### config.mk
export PLATFORM = sky130hd
export DESIGN_NAME = srfs_ctrl
export DESIGN_NICKNAME = d
export VERILOG_FILES = /design/src/rtl/srfs_pkg.sv /design/src/rtl/srfs_ctrl.sv
export SDC_FILE = /design/constraint.sdc
export NUM_CORES = 1
export LEC_CHECK = 0
export CELL_PAD_IN_SITES_DETAIL_PLACEMENT = 1
export CELL_PAD_IN_SITES_GLOBAL_PLACEMENT = 2
export CORE_MARGIN = 10
export CORE_UTILIZATION = 31
export DETAILED_ROUTE_END_ITERATION = 16
export DONT_BUFFER_PORTS = 1
export GPL_TIMING_DRIVEN = 0
export PLACE_DENSITY = 0.76
export SETUP_SLACK_MARGIN = 0.5
export SLEW_MARGIN = 10
export SYNTH_ARGS = -nofsm -noshare
export SYNTH_HDL_FRONTEND = slang
export SYNTH_SLANG_ARGS = --single-unit
export TNS_END_PERCENT = 20
### constraint.sdc
create_clock -name clk -period 1.4 [get_ports clk]
set_input_delay 0.28 -clock clk [delete_from_list [all_inputs] [get_ports clk]]
set_output_delay 0.28 -clock clk [all_outputs]
set_load 0.05 [all_outputs]
### src/rtl/srfs_pkg.sv
// shared types, constants and helpers for the sensor response frame store
package srfs_pkg;

  // table geometry
  localparam int DEVICE_SLOTS    = 16;
  localparam int PINS_PER_DEVICE = 8;
  localparam int TABLE_DEPTH     = DEVICE_SLOTS * PINS_PER_DEVICE;
  localparam int SLOT_W          = $clog2(DEVICE_SLOTS);
  localparam int PIN_W           = $clog2(PINS_PER_DEVICE);
  localparam int ADDR_W          = SLOT_W + PIN_W;

  // memory word layouts: value or level above the time stamp
  localparam int AN_WORD_W = 16 + 32;
  localparam int DG_WORD_W = 1 + 32;

  // command codes
  localparam logic [1:0] CMD_FRAME   = 2'd0;
  localparam logic [1:0] CMD_QRY_AN  = 2'd1;
  localparam logic [1:0] CMD_QRY_DG  = 2'd2;

  // frame type bytes
  localparam logic [7:0] TYPE_ACK_ON  = 8'h10;
  localparam logic [7:0] TYPE_ACK_OFF = 8'h11;
  localparam logic [7:0] TYPE_AN_ONE  = 8'h20;
  localparam logic [7:0] TYPE_DG_ONE  = 8'h21;
  localparam logic [7:0] TYPE_AN_MULT = 8'h22;
  localparam logic [7:0] TYPE_DG_PACK = 8'h23;
  localparam logic [7:0] TYPE_ERROR   = 8'hFF;

  // result kinds
  localparam logic [2:0] KIND_IGNORED = 3'd0;
  localparam logic [2:0] KIND_ACK_ON  = 3'd1;
  localparam logic [2:0] KIND_ACK_OFF = 3'd2;
  localparam logic [2:0] KIND_ERROR   = 3'd3;
  localparam logic [2:0] KIND_ANALOG  = 3'd4;
  localparam logic [2:0] KIND_DIGITAL = 3'd5;
  localparam logic [2:0] KIND_QUERY   = 3'd6;

  // decoded operation of the captured transaction
  localparam logic [2:0] OP_NONE  = 3'd0;
  localparam logic [2:0] OP_ACK   = 3'd1;
  localparam logic [2:0] OP_AN1   = 3'd2;
  localparam logic [2:0] OP_ANM   = 3'd3;
  localparam logic [2:0] OP_DG1   = 3'd4;
  localparam logic [2:0] OP_DG8   = 3'd5;
  localparam logic [2:0] OP_QRY   = 3'd6;

  // controller to datapath
  typedef struct packed {
    logic       capture;
    logic       qread;
    logic       step_en;
    logic [2:0] step_idx;
    logic       load_result;
  } srfs_cmd_t;

  // datapath to controller
  typedef struct packed {
    logic       is_query;
    logic       has_steps;
    logic [2:0] last_step;
  } srfs_status_t;

  // byte k of the payload, byte 0 in the top bits
  function automatic logic [7:0] pl_byte(input logic [63:0] p, input logic [2:0] k);
    logic [2:0] j;
    j = 3'd7 - k;
    pl_byte = p[{j, 3'b000} +: 8];
  endfunction

endpackage

### src/rtl/srfs_ctrl.sv
// controller: sequences capture, table writes, query read and result handoff
module srfs_ctrl
  import srfs_pkg::*;
(
  input  logic         clk,
  input  logic         rst_n,
  input  logic         in_valid,
  output logic         in_stall,
  output logic         out_valid,
  input  logic         out_stall,
  input  srfs_status_t status,
  output srfs_cmd_t    cmd
);

  localparam logic [1:0] ST_IDLE = 2'd0;
  localparam logic [1:0] ST_DISP = 2'd1;
  localparam logic [1:0] ST_STEP = 2'd2;
  localparam logic [1:0] ST_DONE = 2'd3;

  logic [1:0] state_r, state_nxt;
  logic [2:0] step_r, step_nxt;
  logic       out_valid_r, out_valid_nxt;
  logic       slot_free;

  assign slot_free = !out_valid_r || !out_stall;

  // next state and commands
  always_comb begin
    state_nxt       = state_r;
    step_nxt        = step_r;
    cmd.capture     = 1'b0;
    cmd.qread       = 1'b0;
    cmd.step_en     = 1'b0;
    cmd.step_idx    = step_r;
    cmd.load_result = 1'b0;
    unique case (state_r)
      ST_IDLE: begin
        if (in_valid) begin
          cmd.capture = 1'b1;
          state_nxt   = ST_DISP;
        end
      end
      ST_DISP: begin
        step_nxt = 3'd0;
        if (status.is_query) begin
          cmd.qread = 1'b1;
          state_nxt = ST_DONE;
        end else if (status.has_steps) begin
          state_nxt = ST_STEP;
        end else begin
          state_nxt = ST_DONE;
        end
      end
      ST_STEP: begin
        cmd.step_en = 1'b1;
        if (step_r == status.last_step) begin
          state_nxt = ST_DONE;
        end else begin
          step_nxt = step_r + 3'd1;
        end
      end
      ST_DONE: begin
        if (slot_free) begin
          cmd.load_result = 1'b1;
          state_nxt       = ST_IDLE;
        end
      end
      default: state_nxt = ST_IDLE;
    endcase
  end

  // result handoff flag
  always_comb begin
    if (cmd.load_result) begin
      out_valid_nxt = 1'b1;
    end else if (out_valid_r && !out_stall) begin
      out_valid_nxt = 1'b0;
    end else begin
      out_valid_nxt = out_valid_r;
    end
  end

  always_ff @(posedge clk) begin
    if (!rst_n) begin
      state_r     <= ST_IDLE;
      step_r      <= 3'd0;
      out_valid_r <= 1'b0;
    end else begin
      state_r     <= state_nxt;
      step_r      <= step_nxt;
      out_valid_r <= out_valid_nxt;
    end
  end

  assign in_stall  = (state_r != ST_IDLE);
  assign out_valid = out_valid_r;

`ifndef NO_ASSERTIONS
  // write steps never run past the last one of the operation
  a_step_bound: assert property (@(posedge clk) disable iff (!rst_n)
    (state_r == ST_STEP) |-> (step_r <= status.last_step))
    else $error("step index beyond last step");

  // an accepted transaction always goes to dispatch
  a_capture_disp: assert property (@(posedge clk) disable iff (!rst_n)
    (in_valid && !in_stall) |=> (state_r == ST_DISP))
    else $error("accepted transaction not dispatched");

  // a loaded result is presented on the next cycle
  a_load_shows: assert property (@(posedge clk) disable iff (!rst_n)
    cmd.load_result |=> (out_valid && state_r == ST_IDLE))
    else $error("loaded result not presented");

  // a query read is followed by the handoff state
  a_qread_done: assert property (@(posedge clk) disable iff (!rst_n)
    cmd.qread |=> (state_r == ST_DONE))
    else $error("query read not followed by handoff");
`endif

endmodule

==> flow_metrics.env <==
export IMPL_path_class="reg2reg"
export IMPL_die_height_um=57.5
export IMPL_gr_total_overflow=0
export IMPL_timing_hold_ws_ns=0.219
export IMPL_synthToLayoutAreaGrowth_pct=57.8
export IMPL_synth_top_cell_area_share_pct=27.6
export IMPL_clk_pin_slew_ns=0.06
export IMPL_ioPinCount=18
export IMPL_synth_edff_count=0
export IMPL_layout_cells_non_filler=79
export IMPL_setup_viol=5
export IMPL_hp_class="in2reg"
export IMPL_cts_root_buffer="clkbuf_4"
export IMPL_synthFlopType="dfxtp_1"
export IMPL_cts_max_level=1
export IMPL_synthesis_nets=66
export IMPL_synth_most_common_cell="nand2_1"
export IMPL_fmax_ghz=0.674
export IMPL_cp_required_ns=1.57
export IMPL_diodes=0
export IMPL_netSwitchingFraction_pct=49.1
export IMPL_synth_warnings=0
export IMPL_cp_end_kind="flop"
export IMPL_cts_sinks=6
export IMPL_fp_coreArea_sq_um=1320
export IMPL_gp_congestion=0.762
export IMPL_worstHoldStart="rst_n"
export IMPL_ys_seq_area_share_pct=27.6
export IMPL_syn_area_per_cell_sq_um=8.54
export IMPL_die_area_sq_um=3300
export IMPL_synth_area_top_cells="dfxtp_1 (28%), ha_1 (17%), nand2_1 (6.0%)"
export IMPL_gr_usage_met3_pct=5.31
export IMPL_finalCritPeriodShare_pct=106
export IMPL_grt_max_degree=11
export IMPL_synth_seq_cells=6
export IMPL_placed_area_sq_um=502
export IMPL_total_power_uw=1310
export IMPL_period_minus_slack_ns=1.48
export IMPL_die_w_um=57.5
export IMPL_grt_usage_pct=8.51
export IMPL_met1_usage_pct=6.37
export IMPL_top_usage_layer="met2"
export IMPL_postCtsHoldBufs=0
export IMPL_reg2reg_from="state_r[1]$_SDFFE_PN0P_"
export IMPL_detail_route_antenna_nets=0
export IMPL_viasPerCell=5.42
export IMPL_antenna_found_initial=0
export IMPL_synth_cell_types=24
export IMPL_power_leakage_uw=0.000260
export IMPL_drc=0
export IMPL_combinationalPowerShare_pct=61.9
export IMPL_routedWlPerCell_um=19.5
export IMPL_worst_slew_pin_slew_ns=0.419
export IMPL_start_util_pct=33.0
export IMPL_skew_ns=0.00515
export IMPL_rsz0062_at_grt="yes"
export IMPL_drt_iter0_markers=8
export IMPL_hold_viol_final=0
export IMPL_drive_gt1_share_pct=53.1
export IMPL_grt_pass1_vias=464
export IMPL_cp_arrival_ns=1.66
export IMPL_io_buffers=0
export IMPL_crit_path_max_fanout=4
export IMPL_cap_violations=0
export IMPL_clk_latency_ns=0.25
export IMPL_intPower_uw=669
export IMPL_synthTopCellsByCount="nand2_1 (7), dfxtp_1 (6), ha_1 (6)"
export IMPL_synth_area_sq_um=435
export IMPL_syn_inst=51
export IMPL_cts_buffer_depth=2
export IMPL_numCtsBuffers=3
export IMPL_dp_hpwl_um=1070
export IMPL_run_status="finished, violations left"
export IMPL_crit_start="state_r[1]$_SDFFE_PN0P_"
export IMPL_drv_slew=0
export IMPL_critPathLaunchType="flop"
export IMPL_power_share_clock_pct=14.3
export IMPL_fin_nets=80
export IMPL_ys_async_sr_fraction_pct=0
export IMPL_vias=428
export IMPL_place_inst=66
export IMPL_seqPwrFrac_pct=23.9
export IMPL_yosysTopAreaCell="dfxtp_1"
export IMPL_p_per_area_nw_per_um2=1910
export IMPL_setup_ws_ns=-0.0843
export IMPL_cts_tree="built"
export IMPL_grt_pass1_wl_um=2150
export IMPL_grt_util_met2_pct=16.0
export IMPL_violations="setup timing"
export IMPL_slew_limit_headroom_pct=72.1
export IMPL_switching_power_uw=645
export IMPL_ir_drop_v=0.00111
export IMPL_wl_um=1540
export IMPL_fin_area_sq_um=687
export IMPL_fp_row_count=13
export IMPL_dr_pass1_iters=3
[metrics by stage]
| stage | TNS, ns | util (%) | setup slack (ns) |
|---|---|---|---|
| after floorplan | -0.000887 | - | -0.000508 |
| after global placement | -0.200 | 38.1 | -0.101 |
| after detailed placement | -0.344 | 38.1 | -0.185 |
| after CTS | -0.328 | 44.6 | -0.114 |
| after global routing | -0.604 | 52.1 | -0.153 |
| final | -0.280 | 52.1 | -0.0843 |
[final timing paths]
path / end / slack [ns] / depth (start not counted)
hold reg to reg: state_r[1]$_SDFFE_PN0P_ / 0.53 / 2
setup reg to reg: state_r[1]$_SDFFE_PN0P_ / -0.08 / 6
setup / recovery: state_r[1]$_SDFFE_PN0P_ / -0.08 / 6
hold / removal: step_r[0]$_SDFFE_PN0P_ / 0.22 / 2
[registers in the layout, indices dropped and copies added (netlist names)]
signal	cells
step_r	3
state_r	2
out_valid	1
[cells by family after synthesis]
group                      synth area share [%]
DFF                                        27.6
muxes                                      4.60
and+or+nand+nor                            22.1
AOI/OAI and AO/OA                          17.2
adders and majority gates                  17.2
buffers and inverters                      5.17
xor gates and xnor gates                   6.04
[cells in the final DEF (no fill, tap or decap), types with 2 or more instances in the layout]
| cell | n |
|---|---|
| nand2_1 | 7 |
| mux2i_1 | 2 |
| dfxtp_4 | 6 |
| clkbuf_4 | 3 |
| buf_4 | 9 |
| o22ai_2 | 2 |
| nor2b_1 | 2 |
| o211ai_1 | 2 |
| ha_1 | 4 |
| inv_4 | 2 |
| ha_4 | 2 |
| xor2_4 | 2 |
| clkbuf_1 | 2 |
[per-layer routing]
| metal | wire length, um | share of wire [%] | vias to the layer above |
|---|---|---|---|
| met5 | 0 | 0 | - |
| met4 | 36 | 2.3 | 0 |
| met3 | 137 | 8.9 | 4 |
| met2 | 853 | 55 | 14 |
| met1 | 515 | 33 | 207 |
| li1 | - | - | 203 |
[repair_timing]
action | CTS | global route
gates resized for setup | 9 | 10
setup buffers | 5 | 4
pin swaps | 3 | 4
setup endpoints to repair | 15 | 15
[power groups by stage]
stage,clock network (uW),logic (uW),registers [uW]
6_report,187,813,314
5_1_grt,209,865,319
4_1_cts,187,680,322
3_5_place_dp,0,576,319
3_3_place_gp,0,549,313
2_1_floorplan,0,498,305
[final cells by class]
type	count	area [sq um]
clock buffers	4	26.3
plain buffers	2	11.3
well taps	15	18.8
fillers	141	631
flip-flops and latches	6	143
inverters	3	20.0
repair buffers	9	71.3
multi-input cells	40	397
[worst max-delay path: stages, from the launching register on]
cell	delay (ns)
dfxtp_4	0.36
inv_4	0.07
ha_4	0.14
clkinvlp_4	0.24
o211ai_1	0.25
buf_4	0.15
mux2i_1	0.19
(Power assumes the default switching activity.)
